$ cat config.mk
export PLATFORM = sky130hd
export DESIGN_NAME = mah_queue
export DESIGN_NICKNAME = d
export VERILOG_FILES = /design/src/hdl/mah_queue.sv
export SDC_FILE = /design/constraint.sdc
export NUM_CORES = 1
export LEC_CHECK = 0
export ABC_AREA = 1
export BUFFER_PORTS_ARGS = -buffer_cell sky130_fd_sc_hd__buf_2
export CAP_MARGIN = 20
export CORE_MARGIN = 3
export CORE_UTILIZATION = 49
export DETAILED_ROUTE_END_ITERATION = 6
export PLACE_DENSITY = 0.75
export SLEW_MARGIN = 10
export SYNTH_ARGS = -nofsm -noshare
export SYNTH_HDL_FRONTEND = slang
export SYNTH_SLANG_ARGS = --single-unit
$ cat constraint.sdc
create_clock -name clk_i -period 1.8 [get_ports clk_i]
set_input_delay 0 -clock clk_i [delete_from_list [all_inputs] [get_ports clk_i]]
set_output_delay 0 -clock clk_i [all_outputs]
set_load 0.01 [all_outputs]
$ cat src/hdl/mah_queue.sv
// Small synchronous FIFO used between front and back and at the result side.
// Generic payload width; no package dependencies.
module mah_queue #(
  parameter int WIDTH = 8,
  parameter int DEPTH = 2
) (
  input  logic             clk_i,
  input  logic             rst_ni,
  input  logic             push_i,
  input  logic [WIDTH-1:0] data_i,
  output logic             full_o,
  input  logic             pop_i,
  output logic [WIDTH-1:0] data_o,
  output logic             empty_o
);

  localparam int PTR_W = (DEPTH > 1) ? $clog2(DEPTH) : 1;
  localparam int CNT_W = $clog2(DEPTH + 1);

  logic [WIDTH-1:0] slots_q [DEPTH];
  logic [PTR_W-1:0] wr_ptr_q, wr_ptr_d;
  logic [PTR_W-1:0] rd_ptr_q, rd_ptr_d;
  logic [CNT_W-1:0] cnt_q, cnt_d;
  logic             do_push, do_pop;

  assign full_o  = (cnt_q == CNT_W'(DEPTH));
  assign empty_o = (cnt_q == '0);
  assign do_push = push_i && !full_o;
  assign do_pop  = pop_i && !empty_o;
  assign data_o  = slots_q[rd_ptr_q];

  always_comb begin
    wr_ptr_d = wr_ptr_q;
    rd_ptr_d = rd_ptr_q;
    cnt_d    = cnt_q;
    if (do_push) begin
      wr_ptr_d = (wr_ptr_q == PTR_W'(DEPTH - 1)) ? '0 : wr_ptr_q + PTR_W'(1);
    end
    if (do_pop) begin
      rd_ptr_d = (rd_ptr_q == PTR_W'(DEPTH - 1)) ? '0 : rd_ptr_q + PTR_W'(1);
    end
    if (do_push && !do_pop) begin
      cnt_d = cnt_q + CNT_W'(1);
    end else if (do_pop && !do_push) begin
      cnt_d = cnt_q - CNT_W'(1);
    end
  end

  always_ff @(posedge clk_i or negedge rst_ni) begin
    if (!rst_ni) begin
      wr_ptr_q <= '0;
      rd_ptr_q <= '0;
      cnt_q    <= '0;
    end else begin
      wr_ptr_q <= wr_ptr_d;
      rd_ptr_q <= rd_ptr_d;
      cnt_q    <= cnt_d;
    end
  end

  always_ff @(posedge clk_i) begin
    if (do_push) begin
      slots_q[wr_ptr_q] <= data_i;
    end
  end

endmodule

; Word level (Yosys, flattened, before mapping)
; Memory sizes are Yosys's and may differ from the RTL's.
; Index checks and enable logic that the tools add are counted.
[word_totals]
ff_bits = 4
latch_bits = 0
ramBits = 16
mem_bits_ro = 0
inputBits = 12
out_inout_bits = 10
word_cells = 25
mem_count = 1
[memory_table]
columns = name, words, word_bits, read_ports, rd_clocked_by_memory_dff, write_ports, line
row1 = slots_q, 2, 8, 1, 0, 1, 20  ; logic [WIDTH-1:0] slots_q [DEPTH];
[op_classes]
addsub = 4
multipliers = 0
div_mod_pow = 0
order_cmp = 0
n_eq_ne = 1
shifts = 0
muxes = 6
bitwise = 0
reduce_logical = 10
[op_table]
columns = cell, n
row1 = logical AND 1 bit, 4
row2 = logical NOT 1 bit, 4
row3 = 2-to-1 mux 1 bit, 4
row4 = 2-to-1 mux 2 bit, 2
row5 = "adder 1 bit, second input constant", 2
row6 = "adder 2 x 1 -> 2 bit, second input constant", 1
row7 = "equality test 2 bit, second input constant", 1
row8 = logical NOT 2 bit, 1
row9 = nonzero test 2 bit, 1
row10 = "subtractor 2 x 1 -> 2 bit, second input constant", 1

; Longest topological paths before layout
; Gate-level depths: netlist of the first run.
[depth]
ltp_word = 7
depth_mapped = 9
ltp_nobuf = 9

; Worst setup path before layout of the first run
; Ideal clock, no wire load.
[synth_timing]
kind = reg-to-reg
start = register cnt_q[1]
end = memory slots_q[1][0] (enable)
setup_ns = 0.371
arrival_ns = 0.951
t_required_ns = 1.429
path_slack_ns = 0.478
stages_incl_launch_ff = 4
n_path_buf = 0
period_less_slack_ns = 1.322
cell_sequence = dfrtp_1 inv_1 o21ai_0 nor2_1
[synth_via]
elab_chain_len = 5
[synth_lines]
columns = item, line
row1 = "start, declared", 23  ; logic [CNT_W-1:0] cnt_q, cnt_d;
row2 = "start signal, assigned", 57  ; cnt_q <= cnt_d;
row3 = equality test 2 bit, 26  ; assign full_o = (cnt_q == CNT_W'(DEPTH));
row4 = logical NOT 1 bit, 28  ; assign do_push = push_i && !full_o;
row5 = logical AND 1 bit, 28
row6 = 2-to-1 mux 1 bit, 62  ; if (do_push) begin
row7 = 2-to-1 mux 1 bit (not written as such), 63  ; slots_q[wr_ptr_q] <= data_i;
row8 = "end, declared", 20
; No other way between the ends.

; Worst setup path in the final report of the first run
[layout_timing]
start = register cnt_q[0]
end = register cnt_q[1]
[layout_via]
elab_chain_len = 6
elab_cells_between_ends = 15
classes_between = add/sub (2) / eq/ne (1) / mux (2) / reduce/logical (10)
[layout_lines]
columns = item, line
row1 = equality test 2 bit / logical NOT 2 bit (equally long branches), "26, 27"
row2 = logical NOT 1 bit (on tied branches), "28, 29"
row3 = logical AND 1 bit (on tied branches), "28, 29"
row4 = logical NOT 1 bit (on tied branches), "44, 42"
row5 = logical AND 1 bit (on tied branches), "44, 42"
row6 = nonzero test 2 bit (no line) / 2-to-1 mux 2 bit (equally long branches), -
; Several ways; a longest one is shown, not always the timed one. The select of a mux whose other input is x is not followed.
; A chain may end at the register's enable or synchronous reset.

==> results of run 1 <==
-- metrics by stage --
stage | cell area [um2] | setup slack [ns]
after floorplan | 810 | 0.478
after global routing | 1090 | 0.285
after CTS | 1090 | 0.395
after detailed placement | 937 | 0.407
final | 1090 | 0.404
after global placement | 937 | 0.416
-- registers in the layout, summed over array words and instances, names as in the netlist --
signal    flops
slots_q      16
cnt_q         2
rd_ptr_q      1
wr_ptr_q      1
-- logic make-up after synthesis --
group,Yosys count,synth area share (%)
AOI/OAI and AO/OA,2,1.24
DFF,20,71.7
and+or+nand+nor,40,20.1
xor gates and xnor gates,1,1.08
buffers and inverters,9,4.33
adders and majority gates,1,1.55
-- area by class of cell --
cell class,instances,area share [%]
Multi-Input combinational cell,44,17.8
Tap cell,16,1.84
Timing Repair Buffer,32,19.5
Sequential cell,20,53.3
Clock buffer,3,2.07
Clock inverter,1,2.76
Inverter,8,2.76
-- where the power goes --
group	internal, uW	switching, uW	leakage [uW]	total [uW]
combinational	228	337	0.000295	566
sequential	642	94.8	0.000197	737
clock	225	139	0.0000279	365
total	1100	572	0.000520	1670
-- worst min-delay path by stage --
stage / to / startpoint / slack [ns]
2_1_floorplan: cnt_q[0] / rst_ni / -0.30
3_3_place_gp: cnt_q[0] / rst_ni / -0.19
3_5_place_dp: rd_ptr_q / rst_ni / -0.18
4_1_cts: cnt_q[1] / rst_ni / 0.01
5_1_grt: wr_ptr_q / rst_ni / 0.01
6_report: wr_ptr_q / rst_ni / 0.01
-- cell usage in the layout (no fill, tap or decap) --
master         synthesis  layout
nand2_1               33      33
buf_2                  1      21
edfxtp_1              16      16
dlygate4sd3_1          0      10
inv_1                  7       7
dfrtp_1                4       4
clkbuf_4               0       3
nor2_1                 2       2
nor2_2                 2       2
o21ai_0                2       2
inv_2                  1       1
xnor2_1                1       1
nand3b_1               1       1
nand3_1                1       1
nand4_1                1       1
ha_1                   1       1
bufinv_16              0       1
buf_4                  0       1
-- routing by layer --
metal	up-vias	share of wire [%]
met5	-	0
li1	305	-
met4	0	1.4
met1	269	43
met2	20	49
met3	4	6.5
-- timing repair --
action / CTS / global route
hold endpoints to repair: 21 / 0
setup buffers: 0 / 0
hold buffers: 10 / 0
gates resized for setup: 0 / 0
==> metrics, run 1 <==
CP startpoint kind=flop; Buf+Inv Stages, Crit Path=1; number of fillers in the final layout=122; number of global-route vias before repair=slightly above 500; Syn Nets=86; critical path's top delay family=flip-flops; Critical R2R Launch=cnt_q[0]; CP peak stage delay=0.47 ns; critical path arrival=about 1.6 ns; CP dominant cell by count=nand2_1; Inst Count DP=110; RSZ-0062 raised after global routing=no; Row Count=14; status=finished, final reports clean; Detail Route Antenna Nets=0; clk root buf=clkbuf_4; grt total ovfl=0; global routing usage on met2=between 20% and 30%; fin crit share=between 70% and 80%; CTS tree=done; Final Net Count=about 120; register area share after synthesis=71.7%; Peak Freq=just over 700 MHz; Worst Path Max Fanout=7; Via density=~4.8; grt met3 use=4.30%; Lkg Pwr=between 0.0005 and 0.0006 uW; synthesized flop and latch total=20; setup TNS=0 ns; mapped cell area=~800 um2; Area growth syn-to-layout=34.6%; WP data required=around 2.0 ns; critical setup path kind=reg2reg; Worst Hold Slack=roughly 0.013 ns; Distinct cells, synth=14; Total Routing Usage GR=between 15 and 20%; post-layout util=71.5%; clk_skew=around 0.0042 ns; Post-synth EDFFs=16; count leader, synth=nand2_1; post-layout min period=around 1.4 ns; core area=~1500 um2; Gate Count Post-Synth=between 70 and 80; Final Routed Wirelength=1490 um; CP cell instances=o21ai_0, ha_1, inv_1, nand3_1, nand2_1, nand2_1; worst vdd ir=~0.94 mV; clock latency on the worst-skew pair=0.30 ns; Worst slew margin=roughly 76%; met1 GRT Util=19.4%; clk sinks=20; slowest stage cell, crit path=dfrtp_1; CTS buffer count=3; GRT busiest layer=met2; post-synth top area share=between 50% and 60%; IO Count=22; crit path launch=cnt_q[0]; Die H=46.6 um; pin count of the biggest net entering global routing=13; Die Span X=between 40 and 50 um; first-pass GRT wire length=2240 um; Sequential Area=581 um2; die area=about 2200 um2; top post-synthesis cells by area=edfxtp_1 59%, nand2_1 15%, dfrtp_1 12%; clock slew seen by the registers of the worst setup and hold paths=around 0.11 ns; Post-DP HPWL=around 1100 um; initial antenna violation count=0; cell depth of the worst setup path=6; Worst R2R Path Depth=6; Initial Utilization=between 50% and 60%; Tightest Hold Check Type=in2async; Fin. Hold Viols=0; antenna cells=0; drt pass-1 iters=4; buffer depth of the longest clock path=2; number of max-cap violations=0; post-DR wirelength/cell=roughly 12 um; Commonest cells post-synth=33 x nand2_1, 16 x edfxtp_1, 7 x inv_1; GPL Wtd Cong=0.751; Worst-Margin Slew=around 0.36 ns; warning count from the yosys run=0; PwrDens=between 1500 and 2000 nW/um2; Final setup viols=0; r2r endpoint=cnt_q[1]; worst reg-to-reg setup slack=0.40 ns; area occupied by multi-input gates=194 um2; IO buf count=21; initial detailed-routing violation count=13; H-tree levels=1; cell taking the most area after synthesis=edfxtp_1; Finished Layout Cells=124; share of cells above drive strength 1=26.9%; pins over their slew limit=0; syn_area_per_cell=~11 um2; Async SR Flop Fraction=roughly 20%; CP endpoint kind=flop; crit path capture=cnt_q[1]; ys flop type=edfxtp_1; Vias=roughly 600; post-layout power=about 1700 uW; DRC errors left=0
Power figures use the tool's default switching activity.
==> inputs of run 2 (changes only) <==
- clock period: 1.8 -> 1.3 ns (I/O delays scaled with it)
==> metrics, run 2 (same netlist as run 1, synthesis figures left out) <==
Vias=611 (was 598); WP data required=1.49 ns (was 2.00 ns); slowest stage cell, crit path=dfrtp_2 (was dfrtp_1); Critical R2R Launch=cnt_q[0] (unchanged); GPL Wtd Cong=0.744 (was 0.751); commonest non-fill, non-tap cell in the layout=nand2_1 (unchanged); largest register by flop count=slots_q (unchanged); setup TNS=-0.00976 ns (was 0 ns); clock network fraction of total power=12.3% (was 21.9%); Initial Utilization=53.1% (unchanged); commonest non-fill, non-tap cells in the layout=33 x nand2_1, 21 x buf_2, 16 x edfxtp_1, 10 x dlygate4sd3_1, 6 x buf_4 (was 33 x nand2_1, 21 x buf_2, 16 x edfxtp_1, 10 x dlygate4sd3_1, 7 x inv_1); Psw=856 uW (was 572 uW); antenna cells=0 (unchanged); Setup WS post-layout=-0.00976 ns (was 0.404 ns); Sequential Power Share=44.7% (was 44.2%); violated checks=setup timing; post-layout power=2310 uW (was 1670 uW); Lkg Pwr=0.000536 uW (was 0.000520 uW); share of cells above drive strength 1=36.0% (was 26.9%); Peak Freq=764 MHz (was 717 MHz); biggest regs=slots_q (16), cnt_q (2) (unchanged); DRC errors left=0 (unchanged); Row Count=14 (unchanged); Tightest Hold Check Type=in2async (unchanged); max reg flops=16 (unchanged); Die Span X=46.6 um (unchanged); PwrDens=2040 nW/um2 (was 1530 nW/um2); Buf+Inv Stages, Crit Path=1 (unchanged); CP dominant cell by count=nand2_1 (unchanged); clock latency on the worst-skew pair=0.29 ns (was 0.30 ns); Final Net Count=128 (was 122); number of max-cap violations=0 (unchanged); CP peak stage delay=0.47 ns (about the same); grt total ovfl=0 (unchanged); Die H=46.6 um (unchanged); IO buf count=21 (unchanged); CP endpoint kind=flop (unchanged); post-layout min period=1.31 ns (was 1.40 ns); Final Routed Wirelength=1640 um (was 1490 um); clock slew seen by the registers of the worst setup and hold paths=0.10 ns (was 0.11 ns); combinational power share=43.0% (was 33.9%); core area=1520 um2 (unchanged); clk root buf=clkbuf_4 (unchanged); worst reg-to-reg setup slack=-0.01 ns (was 0.40 ns); critical path's top delay family=flip-flops (unchanged); H-tree levels=1 (unchanged); Detail Route Antenna Nets=0 (unchanged); critical path arrival=1.50 ns (was 1.60 ns); Post-DP HPWL=1050 um (about the same); pin count of the biggest net entering global routing=12 (was 13); die area=2180 um2 (unchanged); post-DR wirelength/cell=12.6 um (was 12.0 um); Area growth syn-to-layout=40.2% (was 34.6%); Total Routing Usage GR=14.8% (was 15.5%); clk_skew=0.000526 ns (was 0.00421 ns); number of fillers in the final layout=110 (was 122); Fin. Hold Viols=0 (unchanged); initial antenna violation count=0 (unchanged); IO Count=22 (unchanged); r2r endpoint=cnt_q[1] (unchanged); RSZ-0062 raised after global routing=yes (was no); pins over their slew limit=0 (unchanged); final cell area excluding filler cells=1130 um2 (was 1090 um2); P_int=1460 uW (was 1100 uW); number of global-route vias before repair=570 (was 513); worst vdd ir=1.58 mV (was 0.943 mV); Worst slew margin=78.7% (was 76.3%); Via density=4.70 (was 4.82); status=finished, violations left (was finished, final reports clean); Worst-Margin Slew=0.315 ns (was 0.356 ns); Post-Place Cell Area=972 um2 (was 937 um2); CTS tree=done (unchanged); Final setup viols=1 (was 0); Worst R2R Path Depth=7 (was 6); drt pass-1 iters=4 (unchanged); first-pass GRT wire length=2190 um (was 2240 um); clk sinks=20 (unchanged); buffer depth of the longest clock path=2 (unchanged); CP cell instances=nor2_4, nor2_2, ha_1, inv_2, nand3_1, nand2_1, nand2_1 (was o21ai_0, ha_1, inv_1, nand3_1, nand2_1, nand2_1); Sw Share=37.0% (was 34.3%); initial detailed-routing violation count=10 (was 13); crit path launch=cnt_q[0] (unchanged); Worst Path Max Fanout=5 (was 7); CTS buffer count=3 (unchanged); fin crit share=101% (was 77.5%); critical setup path kind=reg2reg (unchanged); CP startpoint kind=flop (unchanged)
## run 2: cell count changes in the layout (fill, tap and decap cells not counted), sizes merged
| cell | delta |
|---|---|
| buf | +6 |
| clkinv | +1 |
| bufinv | -1 |
## run 2: routing by layer
layer | vias up | track usage, % | part of all wire [%]
met1 | 271 | 16.5 | 42
met3 | 4 | 2.34 | 4.8
met4 | 0 | 9.39 | 1.9
li1 | 316 | - | -
met2 | 20 | 25.8 | 51
met5 | - | 0 | 0
## run 2: timing repair
action                                 in CTS  in global routing
endpoints found under the hold margin      21                  0
resized for setup                           3                  4
pin swaps                                   1                  0
hold buffers                               10                  0
setup buffers                               2                  2
setup endpoints to repair                   9                 25
## run 2: worst max-delay path by stage
stage / to / cells past startpoint
2_1_floorplan: cnt_q[1] / 6
3_3_place_gp: cnt_q[1] / 6
3_5_place_dp: cnt_q[1] / 6
4_1_cts: cnt_q[1] / 6
5_1_grt: cnt_q[1] / 7
6_report: cnt_q[1] / 7
## run 2: power groups by stage
stage                     sequential [uW]  clock (uW)  combinational (uW)
after floorplan                       971           0                 559
after global placement               1020           0                 838
after detailed placement             1030           0                 866
after CTS                            1020         299                 924
after global routing                 1050         322                1090
final                                1030         285                 996
## run 2: through the flow
| step | worst slack [ns] | utilization, % | hold WS (ns) | instances |
|---|---|---|---|---|
| 2_1_floorplan | 0.0147 | - | -0.296 | 73 |
| 4_1_cts | -0.0115 | 73.2 | 0.0216 | 128 |
| 6_report | -0.00976 | 74.5 | 0.0296 | 130 |
| 5_1_grt | -0.0742 | 74.5 | 0.0295 | 130 |
| 3_5_place_dp | -0.0963 | 63.8 | -0.187 | 112 |
| 3_3_place_gp | -0.0616 | 63.8 | -0.189 | 112 |
## run 2: cell type report
type                    instances  area, um2  area share, %
multi-input cells              44        205           18.1
repair buffers                 38        270           23.8
well taps                      16       20.0           1.76
flip-flops and latches         20        583           51.4
inverters                       8       30.0           2.65
clock buffers                   3       22.5           1.98
clock inverters                 1       3.75          0.331
==> inputs of run 3 (changes only) <==
- BUFFER_PORTS_ARGS: -buffer_cell sky130_fd_sc_hd__buf_2 -> unset
- CORE_UTILIZATION: 49 -> 55
- DONT_BUFFER_PORTS: unset -> 1
- GPL_ROUTABILITY_DRIVEN: unset -> 0
- PLACE_DENSITY: 0.75 -> 0.7
==> metrics, run 3 (same netlist as run 1, synthesis figures left out) <==
Lkg Pwr=0.000472 uW (was 0.000536 uW); commonest non-fill, non-tap cells in the layout=32 x nand2_1, 16 x edfxtp_1, 12 x dlygate4sd3_1, 8 x buf_4 (was 33 x nand2_1, 21 x buf_2, 16 x edfxtp_1, 10 x dlygate4sd3_1, 6 x buf_4); CP startpoint kind=flop (unchanged); Detail Route Antenna Nets=0 (unchanged); CTS tree=done (unchanged); drt pass-1 iters=4 (unchanged); biggest regs=slots_q (16), cnt_q (2) (unchanged); critical path's top delay family=flip-flops (unchanged); DRC errors left=0 (unchanged); post-layout power=2320 uW (was 2310 uW); clk_skew=0.00685 ns (was 0.000526 ns); crit path launch=cnt_q[1] (was cnt_q[0]); largest register by flop count=slots_q (unchanged); grt total ovfl=0 (unchanged); core area=1330 um2 (was 1520 um2); initial antenna violation count=0 (unchanged); Final setup viols=10 (was 1); grt met3 use=5.69% (was 2.34%); Critical R2R Launch=cnt_q[1] (was cnt_q[0]); critical path arrival=1.54 ns (was 1.50 ns); IO buf count=0 (was 21); global routing usage on met2=39.2% (was 25.8%); CP peak stage delay=0.44 ns (was 0.47 ns); initial detailed-routing violation count=18 (was 10); fin crit share=104% (was 101%); Sequential Area=582 um2 (was 583 um2); Setup WS post-layout=-0.0497 ns (was -0.00976 ns); commonest non-fill, non-tap cell in the layout=nand2_1 (unchanged); CTS buffer count=3 (unchanged); Worst-Margin Slew=0.377 ns (was 0.315 ns); Buf+Inv Stages, Crit Path=2 (was 1); status=finished, violations left (unchanged); Total Routing Usage GR=21.7% (was 14.8%); Row Count=13 (was 14); clk sinks=20 (unchanged); RSZ-0062 raised after global routing=yes (unchanged); post-DR wirelength/cell=17.5 um (was 12.6 um); Vias=611 (unchanged); number of max-cap violations=0 (unchanged); share of cells above drive strength 1=24.7% (was 36.0%); Worst Path Max Fanout=4 (was 5); IO Count=22 (unchanged); Final Net Count=111 (was 128); CP cell instances=inv_2, nor2_4, nor2_4, ha_4, inv_2, nand3_2, nand2_1, nand2_1 (was nor2_4, nor2_2, ha_1, inv_2, nand3_1, nand2_1, nand2_1); first-pass GRT wire length=2860 um (was 2190 um); clk root buf=clkbuf_4 (unchanged); pins over their slew limit=0 (unchanged); H-tree levels=1 (unchanged); Tightest Hold Check Type=in2reg (was in2async); WP data required=1.49 ns (about the same); clock slew seen by the registers of the worst setup and hold paths=0.11 ns (was 0.10 ns); Worst slew margin=74.6% (was 78.7%); Fin. Hold Viols=0 (unchanged); buffer depth of the longest clock path=2 (unchanged); Initial Utilization=60.7% (was 53.1%); Hold Crit Start=data_i[7]; Peak Freq=741 MHz (was 764 MHz); PwrDens=2150 nW/um2 (was 2040 nW/um2); post-layout min period=1.35 ns (was 1.31 ns); antenna cells=0 (unchanged); die area=1970 um2 (was 2180 um2); final cell area excluding filler cells=1080 um2 (was 1130 um2); Area growth syn-to-layout=33.2% (was 40.2%); clock latency on the worst-skew pair=0.30 ns (was 0.29 ns); Die Span X=44.4 um (was 46.6 um); worst vdd ir=1.49 mV (was 1.58 mV); max reg flops=16 (unchanged); slowest stage cell, crit path=dfrtp_1 (was dfrtp_2); area occupied by multi-input gates=230 um2 (was 205 um2); met1 GRT Util=21.4% (was 16.5%); critical setup path kind=reg2reg (unchanged); pre-CTS setup slack=-0.0672 ns (was -0.0963 ns); Post-Place Cell Area=891 um2 (was 972 um2); violated checks=setup timing (unchanged); Post-DP HPWL=1100 um (was 1050 um); Die H=44.4 um (was 46.6 um); CP endpoint kind=flop (unchanged); number of fillers in the final layout=82 (was 110); number of global-route vias before repair=606 (was 570); Final Routed Wirelength=1960 um (was 1640 um); Via density=5.46 (was 4.70); pin count of the biggest net entering global routing=12 (unchanged); GRT busiest layer=met2 (unchanged)
run 3: layer usage:
metal	share of wire [%]	vias up	wire, um
li1	-	282	-
met1	34	295	676
met2	56	26	1100
met3	4.6	8	91
met4	4.4	0	87
met5	0	-	0
run 3: what timing repair did:
action	in CTS	in global routing
buffers inserted	0	1
pin swaps	0	2
endpoints found under the setup margin	1	17
endpoints found under the hold margin	22	0
gates resized for setup	3	8
hold buffers	12	0
run 3: worst paths after layout:
| kind | to | slack [ns] | cells after the start |
|---|---|---|---|
| worst max-delay path | cnt_q[1] | -0.05 | 8 |
| worst min-delay path | slots_q[0][7] | 0.34 | 1 |
| worst max register to register | cnt_q[1] | -0.05 | 8 |
| worst min register to register | wr_ptr_q | 0.57 | 2 |
| max in group asynchronous | cnt_q[0] | 0.56 | 2 |
| min in group asynchronous | wr_ptr_q | 0.54 | 2 |
run 3: cell type report:
cell class	count	area share (%)
inverters	8	2.78
multi-input cells	44	21.3
well taps	15	1.74
clock buffers	3	2.09
repair buffers	21	17.7
flip-flops and latches	20	53.9
clock inverters	1	0.348
run 3: stage by stage:
stage                     hold WS [ns]  TNS (ns)  std cells  utilization [%]
after global routing             0.349     -1.28        112             80.9
final                            0.341   -0.0893        112             80.9
after floorplan                 -0.296         0         73                -
after global placement          -0.296   -0.0509         95             66.8
after detailed placement        -0.296   -0.0672         95             66.8
after CTS                        0.336  -0.00457        111             77.9
run 3: power by group:
group	total, uW	internal (uW)	switching (uW)
sequential	1020	893	122
clock	290	112	178
combinational	1010	394	618
total	2320	1400	919
