File: src/hdl/mah_pkg.sv
// Shared types and constants for the memory access histogram block.
// Holds the register map, result codes, queue payload structs and back-end states.
// No dependencies; compile first.
package mah_pkg;

  // Type byte handling
  localparam logic [7:0] TYPE_LIMIT  = 8'd64;
  localparam logic [7:0] KIND_MASK   = 8'h07;
  localparam int unsigned WIDTH_SHIFT = 3;

  // Class codes that pick a counter
  localparam logic [7:0] CLS_FIRST  = 8'd1;
  localparam logic [7:0] CLS_SECOND = 8'd2;
  localparam logic [7:0] CLS_THIRD  = 8'd4;

  // Configuration port
  localparam int unsigned CFG_ADDR_W = 4;

  typedef enum logic [1:0] {
    REG_WINDOW_START = 2'd0,
    REG_WINDOW_END   = 2'd1,
    REG_GROUP_SHIFT  = 2'd2,
    REG_WIDTH_MODE   = 2'd3
  } reg_idx_e;

  typedef enum logic {
    KIND_RECORD = 1'b0,
    KIND_QUERY  = 1'b1
  } kind_e;

  typedef enum logic [1:0] {
    ST_RECORDED    = 2'd0,
    ST_OUT_WINDOW  = 2'd1,
    ST_NO_CAPACITY = 2'd2,
    ST_QUERY_OK    = 2'd3
  } status_e;

  typedef enum logic [1:0] {
    WARN_NONE       = 2'd0,
    WARN_TYPE_RANGE = 2'd1,
    WARN_CLASS      = 2'd2
  } warn_e;

  typedef enum logic [1:0] {
    CNT_FIRST  = 2'd0,
    CNT_SECOND = 2'd1,
    CNT_THIRD  = 2'd2
  } which_e;

  typedef enum logic [2:0] {
    BK_CLEAR,
    BK_IDLE,
    BK_READ,
    BK_UPDATE,
    BK_EMIT
  } back_state_e;

  // Configuration as seen by the front end, with precomputed bin bounds
  typedef struct packed {
    logic [31:0] window_start;
    logic [31:0] window_end;
    logic [4:0]  group_shift;
    logic        width_mode;
    logic [31:0] start_bin;
    logic [31:0] end_bin;
    logic        win_empty;
  } cfg_t;

  // Classified item handed from front to back
  typedef struct packed {
    logic [1:0] status;
    logic [1:0] warn;
    logic [1:0] which;
  } item_t;

  // One result item
  typedef struct packed {
    logic [1:0]  status;
    logic [1:0]  warn;
    logic [31:0] first_count;
    logic [31:0] second_count;
    logic [31:0] third_count;
    logic [33:0] total_count;
    logic [6:0]  bar_length;
  } res_t;

  // Back-end status seen by the top level
  typedef struct packed {
    logic clearing;
  } back_stat_t;

endpackage

File: src/hdl/mah_front.sv
// Front end: register an accepted item and classify it into status, warning and bin.
// Depends on mah_pkg (cfg_t, item_t, codes).
module mah_front #(
  parameter int NUM_BINS = 1024,
  parameter int BIN_W    = 10
) (
  input  logic               clk_i,
  input  logic               rst_ni,
  input  mah_pkg::cfg_t      cfg_i,
  input  logic               in_valid_i,
  output logic               in_ready_o,
  input  logic               kind_i,
  input  logic [31:0]        access_address_i,
  input  logic [7:0]         access_type_i,
  output logic               mid_push_o,
  output mah_pkg::item_t     mid_item_o,
  output logic [BIN_W-1:0]   mid_bin_o,
  input  logic               mid_full_i
);
  import mah_pkg::*;

  logic        a_valid_q, a_valid_d;
  logic        a_kind_q;
  logic [31:0] a_addr_q;
  logic [7:0]  a_type_q;
  logic        a_load;

  logic [31:0] bin_addr, rel;
  logic        in_cap, out_win;
  logic [7:0]  type_eff, cls;
  logic [1:0]  warn, which;

  // Stage A holds while the queue is full
  assign in_ready_o = !a_valid_q || !mid_full_i;
  assign a_load     = in_valid_i && in_ready_o;
  assign mid_push_o = a_valid_q && !mid_full_i;

  always_comb begin
    a_valid_d = a_valid_q;
    if (a_load) begin
      a_valid_d = 1'b1;
    end else if (mid_push_o) begin
      a_valid_d = 1'b0;
    end
  end

  always_ff @(posedge clk_i or negedge rst_ni) begin
    if (!rst_ni) begin
      a_valid_q <= 1'b0;
    end else begin
      a_valid_q <= a_valid_d;
    end
  end

  always_ff @(posedge clk_i) begin
    if (a_load) begin
      a_kind_q <= kind_i;
      a_addr_q <= access_address_i;
      a_type_q <= access_type_i;
    end
  end

  // Classify the held item
  always_comb begin
    bin_addr = a_addr_q >> cfg_i.group_shift;
    rel      = bin_addr - cfg_i.start_bin;
    in_cap   = (rel < 32'(NUM_BINS));
    out_win  = (a_addr_q < cfg_i.window_start) || (a_addr_q > cfg_i.window_end);

    type_eff = a_type_q;
    warn     = WARN_NONE;
    if (a_type_q > TYPE_LIMIT) begin
      type_eff = '0;
      warn     = WARN_TYPE_RANGE;
    end
    cls = cfg_i.width_mode ? (type_eff >> WIDTH_SHIFT) : (type_eff & KIND_MASK);
    case (cls)
      CLS_FIRST:  which = CNT_FIRST;
      CLS_SECOND: which = CNT_SECOND;
      CLS_THIRD:  which = CNT_THIRD;
      default: begin
        which = CNT_FIRST;
        if (warn == WARN_NONE) begin
          warn = WARN_CLASS;
        end
      end
    endcase

    mid_item_o.which = which;
    if (a_kind_q == KIND_RECORD) begin
      if (out_win) begin
        mid_item_o.status = ST_OUT_WINDOW;
        mid_item_o.warn   = WARN_NONE;
      end else begin
        mid_item_o.status = in_cap ? ST_RECORDED : ST_NO_CAPACITY;
        mid_item_o.warn   = warn;
      end
    end else begin
      mid_item_o.warn = WARN_NONE;
      if ((bin_addr < cfg_i.start_bin) || (bin_addr > cfg_i.end_bin) || cfg_i.win_empty) begin
        mid_item_o.status = ST_OUT_WINDOW;
      end else if (!in_cap) begin
        mid_item_o.status = ST_NO_CAPACITY;
      end else begin
        mid_item_o.status = ST_QUERY_OK;
      end
    end
  end

  assign mid_bin_o = rel[BIN_W-1:0];

  // A stalled item stays put until the queue takes it
  a_stall_hold: assert property (@(posedge clk_i) disable iff (!rst_ni)
    (a_valid_q && mid_full_i) |=> (a_valid_q && $stable(a_addr_q) && $stable(a_kind_q)))
    else $error("front stage dropped a stalled item");

endmodule

File: config.mk
export PLATFORM = sky130hd
export DESIGN_NAME = mah_front
export DESIGN_NICKNAME = d
export VERILOG_FILES = /design/src/hdl/mah_pkg.sv /design/src/hdl/mah_front.sv
export SDC_FILE = /design/constraint.sdc
export NUM_CORES = 1
export LEC_CHECK = 0
export ABC_CLOCK_PERIOD_IN_PS = 11300
export BUFFER_PORTS_ARGS = -buffer_cell sky130_fd_sc_hd__buf_4
export CAP_MARGIN = 20
export CORE_MARGIN = 8
export CORE_UTILIZATION = 60
export CTS_BUF_LIST = sky130_fd_sc_hd__clkbuf_8
export CTS_CLUSTER_SIZE = 30
export DETAILED_ROUTE_END_ITERATION = 7
export GPL_TIMING_DRIVEN = 0
export PLACE_DENSITY = 0.89
export SLEW_MARGIN = 5
export SYNTH_ARGS = -nofsm -noshare
export SYNTH_HDL_FRONTEND = slang
export SYNTH_SLANG_ARGS = --single-unit
File: constraint.sdc
create_clock -name clk_i -period 11.3 [get_ports clk_i]
set_input_delay 2.26 -clock clk_i [delete_from_list [all_inputs] [get_ports clk_i]]
set_output_delay 2.26 -clock clk_i [all_outputs]
set_load 0.005 [all_outputs]
## Word-level counts from Yosys, hierarchy flattened

Index checks and enable logic that the tools add are counted.
W data, S select, Z words.

| cells by class | value |
|---|---|
| add/subtract/negate cells | 1 |
| order comparisons | 6 |
| equality and inequality tests | 3 |
| shifts and indexed selects | 1 |
| mux-type cells | 13 |
| reduce and logical (&&, ||, !) cells | 11 |

Operators by type and width:

| operator | count |
|---|---|
| $gt A32 B32 Y1 | 2 |
| $lt A32 B32 Y1 | 2 |
| $lt A32 B11 Y1 const B | 1 |
| $shr A32 B5 Y32 | 1 |
| $sub A32 B32 Y32 | 1 |
| $gt A8 B7 Y1 const B | 1 |
| $mux W2 | 4 |
| $mux W4 | 2 |
| $mux W8 | 1 |
| $eq A5 B1 Y1 const B | 1 |
| $eq A5 B2 Y1 const B | 1 |
| $eq A5 B3 Y1 const B | 1 |
| $mux W5 | 1 |
| $logic_or A1 B1 Y1 | 4 |
| $mux W1 | 4 |
| $pmux W2 S2 | 1 |
| $reduce_or A3 Y1 | 1 |
| $logic_and A1 B1 Y1 | 2 |
| $logic_not A1 Y1 | 2 |
| $logic_not A2 Y1 | 1 |
| $reduce_bool A2 Y1 | 1 |

| storage, ports and cells | value |
|---|---|
| flip-flop bits (word level) | 42 |
| input bits | 180 |
| output and inout bits | 18 |

## Logic depth before layout (Yosys ltp)

Gate-level depths: netlist of run 1.

| depth | value |
|---|---|
| word-level depth | 8 |
| depth in mapped cells | 21 |
| gate-level depth less buffers | 19 |

## Worst setup path before layout of run 1

No wires, ideal clock.

| timing | value |
|---|---|
| path kind | input port to output port |
| start point | input cfg_i[66] (netlist name) |
| end point | output mid_item_o[5] (netlist name) |
| data arrival time | 6100 ps |
| path slack | 2940 ps |
| stages on the path | 20 |
| cell sequence | buf_2 -> buf_1 -> mux2i_1 -> a21oi_1 -> nand2_1 -> o21ai_0 -> a21oi_1 -> mux2_2 -> ha_1 -> inv_1 -> fa_1 -> a211oi_1 -> o21ai_2 -> a21boi_1 -> mux2i_1 -> o21ai_0 -> a311o_2 -> nor3_2 -> nand4b_1 -> o21a_1 |

RTL lines:

| element | RTL line | text |
|---|---|---|
| start, declared | mah_front.sv:9 | `input mah_pkg::cfg_t cfg_i,` |
| end, declared | mah_front.sv:16 | `output mah_pkg::item_t mid_item_o,` |

==> impl_metrics.ini, run 1 <==
[synth]
synth_nets = 1282
synth_top_family_by_area = compound AO/OA/AOI/OAI gates
synth_area_per_cell_sq_um = 7.72
synthFlopType = edfxtp_1
syn_inst = 974
synth_mux_area_frac = 0.105
yosys_warnings = 0
synth-simple-area-share = 0.170
yosysUniqueCellTypes = 75
ys_ff_latch = 42
synth_edf_count = 41
ys_seq_area_frac = 0.167
synth-xor-area-share = 0.0256
synthAdderAreaFrac = 0.214
ys_async_sr_fraction = 0.0238
syn_area_sq_um = 7520
synth-compound-area-share = 0.224

[routing]
drt_iter0_markers = 637
vias_per_cell = 5.91
wire_per_inst_microns = 18.2
vias = 7957
drt_pre_antenna_iters = 7
route.detailed.drc = 0
final_antenna_net_count = 0
routed_wl_microns = 24500

[critical_path]
crit_path_max_incr_delay_ns = 0.56
criticalPathCategory = in -> out
cp-end-kind = output port
crit_family = compound AO/OA/AOI/OAI gates
path_cells = buf_2 -> buf_1 -> mux2i_1 -> a21oi_1 -> mux2i_1 -> a21oi_1 -> a21o_1 -> fa_1 -> a211oi_1 -> o21ai_2 -> a21boi_1 -> mux2i_1 -> o21ai_0 -> a311o_2 -> nor3_2 -> nand4b_1 -> o21a_1 -> buf_4
path_max_fanout = 10
worst_setup_path_start_kind = input port
critPathMostFrequentCell = mux2i_1
slowest_stage = buf_1
crit_buf_inv = 3
arrival_ns = 7.17
required_ns = 9.04

[timing]
worst_pin_slew_ns = 0.922
relSlewSlack = 0.385
finalSetupViolCount = 0
skew_ns = 0.0103
fmaxAchievable_mhz = 106
rsz0062_at_grt = false
period_share = 0.835
drv_slew = 0
min_period_ns = 9.43
tns_ns = 0
hold_viol = 0

[finish]
final_cells = 1346
diodes = 0
mostFrequentLayoutCells = buf_4 (192), inv_1 (148), ha_1 (127)
drive_gt1_frac = 0.212
fin_nets = 1481
area_growth_pct = 23.5
post-route-cell-area_sq_um = 9280
final_common_cell = buf_4

[clocking]
clock-sinks = 42
h-tree-depth = 2
numCtsBuffers = 5
clk_latency_ns = 0.32
cts_tree = yes
ctsResizeCount = 0
clkSlewWorstSetupHoldPaths_ns = 0.08
cts_setup_buffers = 0
cts_root_buf = clkbuf_8
postCtsHoldBufs = 0
cts_buffer_depth = 2

[floorplanning]
ioPinCount = 198
rows = 41
initial_core_util = 0.605
dieHeight_microns = 128
design.core.area_sq_um = 12400
dieWidth_microns = 128
die_area_sq_um = 16400

[global_route]
grt_max_degree = 42
grt_pass1_wl_microns = 39300
grt_pass1_vias = 8075
grt_util_all_layers = 0.294
antenna_found_initial = 1
grt-ovfl-total = 0

[place]
post_dp_cell_area_sq_um = 9170
place.gp.congestion = 0.956
dp_hpwl_microns = 20800
post-place-cells = 1338
io_buffers = 192

[power_and_ir_drop]
powerDensity_nw_per_um2 = 79.4
p_leak_nw = 4.71
power_mw = 0.737
ir_drop_v = 0.000116

[flow_run]
drv_cap = 0

[worst_hold_path]
min_path_type = reg -> reg

[run_status]
status = finished clean
worst paths after layout:
kind	from	slack (ns)	cells past startpoint	to
min in group asynchronous	rst_ni	1.71	1	a_valid_q
hold / removal	a_valid_q	0.53	2	a_valid_q
hold reg to reg	a_valid_q	0.53	2	a_valid_q
setup reg to reg	a_valid_q	9.67	2	a_addr_q[5]
setup / recovery	cfg_i[66]	1.87	18	mid_item_o[5]
max in group asynchronous	rst_ni	9.51	1	a_valid_q
flip-flops by register name (all words and copies together) (netlist names):
| signal | flops |
|---|---|
| a_kind_q | 1 |
| a_addr_q | 32 |
| a_type_q | 8 |
| a_valid_q | 1 |
final cells by class:
type	count	area, sq um
Clock inverter	3	41.3
Multi-Input combinational cell	748	5550
Tap cell	172	215
Sequential cell	42	1260
Inverter	148	556
Timing Repair Buffer	192	1440
Buffer	36	160
Fill cell	986	3130
Clock buffer	5	68.8
routing by layer:
layer | vias to the layer above | GRT usage | part of all wire
li1 | 3883 | - | -
met1 | 3623 | 0.330 | 0.40
met2 | 371 | 0.522 | 0.48
met3 | 78 | 0.0678 | 0.084
met4 | 2 | 0.125 | 0.038
met5 | - | 0 | 0.00053
logic make-up after synthesis:
group / after synthesis
AOI/OAI and AO/OA: 266
and+or+nand+nor: 267
adders and majority gates: 128
xor gates and xnor gates: 22
buffers and inverters: 184
DFF: 42
muxes: 65
cells in the mapped netlist (5+ instances only):
library cell | number | area (sq um)
nand2b_1 | 6 | 37.5
edfxtp_1 | 41 | 1230
a211oi_1 | 16 | 120
mux2_2 | 9 | 101
inv_1 | 147 | 552
o21a_1 | 9 | 67.6
a21oi_1 | 87 | 435
nor3_1 | 9 | 45.0
ha_1 | 127 | 1590
and4_1 | 7 | 61.3
nor3b_1 | 5 | 37.5
mux4_2 | 10 | 225
xor2_1 | 7 | 61.3
nor2b_1 | 18 | 113
o211ai_1 | 12 | 90.1
nand4_1 | 21 | 131
o22ai_1 | 7 | 43.8
mux2i_1 | 46 | 460
a21o_1 | 13 | 97.6
buf_2 | 8 | 40.0
a31oi_1 | 8 | 50.1
clkbuf_1 | 19 | 71.3
buf_1 | 7 | 26.3
nor2_1 | 78 | 293
nand3_1 | 9 | 45.0
nand2_1 | 88 | 330
o21ai_0 | 70 | 350
xnor2_1 | 15 | 131
where the power goes:
part | leakage, nW | switching (mW) | internal, mW
Clock | 0.0556 | 0.0572 | 0.0651
Combinational | 4.25 | 0.231 | 0.191
Sequential | 0.401 | 0.0108 | 0.182
Total | 4.71 | 0.299 | 0.438
worst reg2reg max path: stages (launching register included):
cell and delay [ns]:
dfrtp_1 0.37, nand2_1 0.10, and2_2 0.77
metrics by stage:
stage          hold slack (ns)  setup WS (ns)  utilization
2_1_floorplan            0.498           2.94            -
3_3_place_gp             0.505           1.96        0.739
3_5_place_dp             0.513           1.93        0.739
4_1_cts                  0.533           1.91        0.748
5_1_grt                  0.561           1.52        0.748
6_report                 0.525           1.87        0.748
Power figures use the tool's default switching activity.
==> inputs of run 2 (changes only) <==
ABC_AREA = 1   (was unset)
ABC_CLOCK_PERIOD_IN_PS = 8100   (was 11300)
CORE_UTILIZATION = 51   (was 60)
PLACE_DENSITY = 0.8   (was 0.89)
clock period = 8.1 ns   (was 11.3 ns; I/O delays follow)
==> run 2 against run 1 <==
Net effect:
- register-to-register slack got worse by 3.0 ns
- die area increased by 21%
- sequential power increased by 38%
- synthesized cell count increased by 36%
- global-route usage decreased by 5.0 points
- largest power group unchanged
- clock-buffer cell count unchanged
- highest routed layer is now met4
- power increased by 32%
- flip-flop and latch count unchanged
==> impl_metrics.ini, run 2 <==
[run_status]
status = finished clean

[finish]
diodes = 0
drive_gt1_frac = 0.154
mostFrequentLayoutCells = nand2_1 (411), inv_1 (254), buf_4 (194)
fin_nets = 1829
top_regs = a_addr_q (32), a_type_q (8)
area_growth_pct = 22.8
final_common_cell = nand2_1
regMostFlops = a_addr_q
n_fill_cell = 1475
largest_reg_flops = 32

[global_route]
grt_pass1_vias = 8720
grt.busiest_layer = met2
grt-ovfl-total = 0
grt_util_all_layers = 0.244
grt_util_met2 = 0.438
antenna_found_initial = 0
grt_use_met3 = 0.0506
grt_max_degree = 30
grt_pass1_wl_microns = 40300
grt_use_met1 = 0.286

[clocking]
cts_buffer_depth = 2
postCtsHoldBufs = 0
h-tree-depth = 2
ctsResizeCount = 0
cts_setup_buffers = 0
clk_latency_ns = 0.30
clkSlewWorstSetupHoldPaths_ns = 0.07
clock-sinks = 42
cts_tree = yes
numCtsBuffers = 5
cts_root_buf = clkbuf_8

[critical_path]
r2r_setup_slack_ns = 6.67
crit_buf_inv = 6
worst_setup_path_start_kind = input port
critPathMostFrequentCell = nand2_1
criticalPathCategory = in -> out
path_max_fanout = 10
required_ns = 6.48
slowest_stage = fa_1
arrival_ns = 5.55
cp-end-kind = output port
crit_family = simple AND/OR/NAND/NOR gates
crit_path_max_incr_delay_ns = 0.44

[timing]
finalSetupViolCount = 0
fmaxAchievable_mhz = 139
skew_ns = 0.00705
min_period_ns = 7.17
period_share = 0.885
rsz0062_at_grt = false
relSlewSlack = 0.597
hold_viol = 0
drv_slew = 0
worst_pin_slew_ns = 0.599
tns_ns = 0

[power_and_ir_drop]
seq_power_share = 0.274
power_mw = 0.971
swShare = 0.431
combPwrFrac = 0.591
p_int_mw = 0.552
powerDensity_nw_per_um2 = 100
ir_drop_v = 0.000128
p_leak_nw = 5.67
p_switching_mw = 0.418
clkPwrFrac = 0.135

[routing]
vias_per_cell = 5.22
drt_iter0_markers = 492
final_antenna_net_count = 0
vias = 8930
route.detailed.drc = 0
wire_per_inst_microns = 14.3
drt_pre_antenna_iters = 5
routed_wl_microns = 24500

[floorplanning]
ioPinCount = 198
die_area_sq_um = 19700
dieWidth_microns = 140
design.core.area_sq_um = 15200
initial_core_util = 0.520
dieHeight_microns = 140
rows = 45

[synth]
yosys_warnings = 0
synth_area_per_cell_sq_um = 5.99
yosysMostFrequentCell = nand2_1
synthFlopType = edfxtp_1
syn_area_sq_um = 7900
synth_common_cells = nand2_1 (411), inv_1 (253), ha_1 (127)
ys_ff_latch = 42
synthTopCellsByArea = ha_1 (20%), nand2_1 (20%), edfxtp_1 (16%)
synth_nets = 1628
synth_edf_count = 41
syn_inst = 1320
yosysTopAreaCell = ha_1
ys_seq_area_frac = 0.159
synth.top_cell.area_share = 0.201
ys_async_sr_fraction = 0.0238
yosysUniqueCellTypes = 48

[place]
place.gp.congestion = 0.948
io_buffers = 193
dp_hpwl_microns = 21700

[flow_run]
drv_cap = 0

[worst_hold_path]
min_path_type = reg -> reg
[run 2: stage by stage]
step | utilization | hold slack [ns] | instances | cell area [sq um] | worst slack (ns)
5_1_grt | 0.638 | 0.637 | 1710 | 9700 | 0.332
3_3_place_gp | 0.631 | 0.514 | 1701 | 9590 | 0.912
2_1_floorplan | - | 0.504 | 1320 | 7900 | 1.97
6_report | 0.638 | 0.597 | 1710 | 9700 | 0.931
4_1_cts | 0.638 | 0.606 | 1710 | 9700 | 0.877
3_5_place_dp | 0.633 | 0.586 | 1702 | 9620 | 0.897
[run 2: worst paths after layout]
kind / start / endpoint / cells past startpoint
min in group asynchronous: rst_ni / a_valid_q / 1
hold reg to reg: a_valid_q / a_valid_q / 2
max in group asynchronous: rst_ni / a_valid_q / 1
setup / recovery: cfg_i[66] / mid_item_o[4] / 29
hold / removal: a_valid_q / a_valid_q / 2
setup reg to reg: a_valid_q / a_addr_q[27] / 2
[run 2: power groups by stage]
| stage | Sequential (mW) | Clock, mW | Combinational, mW |
|---|---|---|---|
| 2_1_floorplan | 0.267 | 0 | 0.363 |
| 3_3_place_gp | 0.271 | 0 | 0.553 |
| 3_5_place_dp | 0.270 | 0 | 0.567 |
| 4_1_cts | 0.265 | 0.135 | 0.570 |
| 5_1_grt | 0.268 | 0.140 | 0.648 |
| 6_report | 0.266 | 0.131 | 0.574 |
[run 2: cells by family after synthesis]
kind of cell / Yosys count / share of synthesized area
adders and majority gates: 128 / 0.204
buffers and inverters: 286 / 0.137
AOI/OAI and AO/OA: 196 / 0.136
muxes: 7 / 0.00902
xor gates and xnor gates: 8 / 0.00887
DFF: 42 / 0.159
and+or+nand+nor: 653 / 0.346
[run 2: tightest hold or removal path, stage by stage (launching register included)]
cell	delay, ns
dfrtp_1	0.42
nand2_1	0.10
nand2_1	0.06
[run 2: cell type report]
type,count,area [sq um],area share
Multi-Input combinational cell,992,5570,0.574
Clock buffer,5,68.8,0.00709
Clock inverter,3,17.5,0.00181
Buffer,29,119,0.0122
Timing Repair Buffer,194,1470,0.151
Inverter,257,965,0.0994
Tap cell,188,235,0.0242
Sequential cell,42,1260,0.129
[run 2: metal layers]
metal / wire length, microns / up-vias
met2: 11800 / 293
met4: 612 / 0
met3: 1680 / 47
met1: 10400 / 3934
li1: - / 4656
met5: 0 / -
==> inputs of run 3 (changes only) <==
CELL_PAD_IN_SITES_DETAIL_PLACEMENT = 0   (was unset)
CELL_PAD_IN_SITES_GLOBAL_PLACEMENT = 1   (was unset)
CORE_UTILIZATION = 34   (was 51)
PLACE_DENSITY = 0.79   (was 0.8)
==> run 3 against run 2 <==
Net effect:
- sequential share of layout area shrank 0.16 points
- highest routed layer unchanged
- critical endpoint is now mid_item_o[5]
- cell count grew 5.7%
- worst hold slack gained 0.0051 ns
- core utilization shrank 21 points
- clock-buffer cell count is the same
- combinational power is essentially flat
- register-to-register slack lost 0.05 ns
- critical path depth grew 1
==> impl_metrics.ini, run 3 (same netlist as run 2, synthesis figures left out) <==
[run_status]
status = finished clean

[finish]
top_regs = a_addr_q (32), a_type_q (8)
fin_nets = 1829
area_growth_pct = 24.4
mostFrequentLayoutCells = nand2_1 (411), inv_1 (254), buf_4 (194)
regMostFlops = a_addr_q
drive_gt1_frac = 0.154
largest_reg_flops = 32
final_common_cell = nand2_1
n_fill_cell = 2470

[clocking]
cts_setup_buffers = 0
ctsResizeCount = 0
clkSlewWorstSetupHoldPaths_ns = 0.08
cts_buffer_depth = 2
postCtsHoldBufs = 0
clk_latency_ns = 0.30
cts_tree = yes
cts_root_buf = clkbuf_8
h-tree-depth = 2
numCtsBuffers = 5
clock-sinks = 42

[global_route]
grt_pass1_vias = 8833
grt_util_all_layers = 0.184
grt_pass1_wl_microns = 42700
grt-ovfl-total = 0
grt_max_degree = 28
antenna_found_initial = 0

[critical_path]
critPathMostFrequentCell = nand2_1
path_max_fanout = 10
crit_path_max_incr_delay_ns = 0.43
crit_buf_inv = 6
cp-startpoint = cfg_i[66]
worst_setup_path_start_kind = input port
crit_family = simple AND/OR/NAND/NOR gates
criticalPathCategory = in -> out
regToRegStartpoint = a_valid_q
slowest_stage = fa_1
required_ns = 6.48
cp-end-kind = output port
arrival_ns = 5.53

[floorplanning]
dieWidth_microns = 168
initial_core_util = 0.348
dieHeight_microns = 168
ioPinCount = 198
rows = 55
design.core.area_sq_um = 22700
die_area_sq_um = 28400

[place]
io_buffers = 193
dp_hpwl_microns = 24100
place.gp.congestion = 0.900

[worst_hold_path]
min_path_type = reg -> reg
hp-start = a_valid_q

[timing]
fmaxAchievable_mhz = 140
drv_slew = 0
tns_ns = 0
skew_ns = 0.00300
rsz0062_at_grt = false
period_share = 0.882
min_period_ns = 7.15
finalSetupViolCount = 0
worst_pin_slew_ns = 0.579
relSlewSlack = 0.610
hold_viol = 0

[routing]
drt_iter0_markers = 366
vias_per_cell = 4.81
route.detailed.drc = 0
final_antenna_net_count = 0
drt_pre_antenna_iters = 5
vias = 8702
routed_wl_microns = 26600
wire_per_inst_microns = 14.7

[flow_run]
drv_cap = 0

[power_and_ir_drop]
p_leak_nw = 5.66
powerDensity_nw_per_um2 = 99.3
ir_drop_v = 0.000142
power_mw = 0.976
## run 3: cell types whose count changed in the layout (fill, tap and decap cells not counted)
cell	change
clkinv_2	-1
clkinv_4	-1
clkinvlp_4	+2
diode_2	+1
## run 3: worst reg2reg max path: cells and delay by family (launching register included)
kind                   cells  cell delay [ns]
flip-flops                 1             0.43
buffers and inverters      1             0.26
AO/OA/AOI/OAI              1             0.49
## run 3: path summary, 6_finish.rpt
kind                                      end  slack (ns)  cells past startpoint
max in group asynchronous           a_valid_q        6.94                      1
worst min-delay path                a_valid_q        0.60                      2
worst max register to register   a_addr_q[24]        6.62                      2
worst min register to register      a_valid_q        0.60                      2
worst max-delay path            mid_item_o[5]        0.95                     30
min in group asynchronous           a_valid_q        1.08                      1
## run 3: metal layers
layer	vias to the layer above	GRT usage	routed length [microns]	share of wire
li1	4651	-	-	-
met1	3807	0.218	11600	0.44
met2	220	0.331	12700	0.48
met3	24	0.0428	1860	0.070
met4	0	0.0404	451	0.017
met5	-	0	0	0
## run 3: layout make-up
type                       instances  area (sq um)  area share
inverter                         257           965      0.0981
multi-input combinational        992          5570       0.567
clock buffer                       5          68.8     0.00700
buffer                            29           119      0.0121
timing repair buffer             194          1470       0.149
tap                              285           357      0.0363
antenna                            1          2.50    0.000255
sequential                        42          1260       0.128
clock inverter                     3          18.8     0.00191
## run 3: through the flow
step	hold slack, ns	std cells	setup slack, ns	cell area (sq um)	util
6_report	0.602	1808	0.952	9830	0.433
5_1_grt	0.644	1807	0.486	9830	0.433
4_1_cts	0.610	1807	0.856	9830	0.433
3_5_place_dp	0.585	1799	0.862	9740	0.429
3_3_place_gp	0.507	1798	0.862	9710	0.427
2_1_floorplan	0.504	1320	1.97	7900	-
## run 3: power breakdown
group          switching [mW]  internal (mW)  leakage, nW
Clock                  0.0743         0.0595       0.0416
Sequential             0.0128          0.253        0.401
Combinational           0.337          0.239         5.22
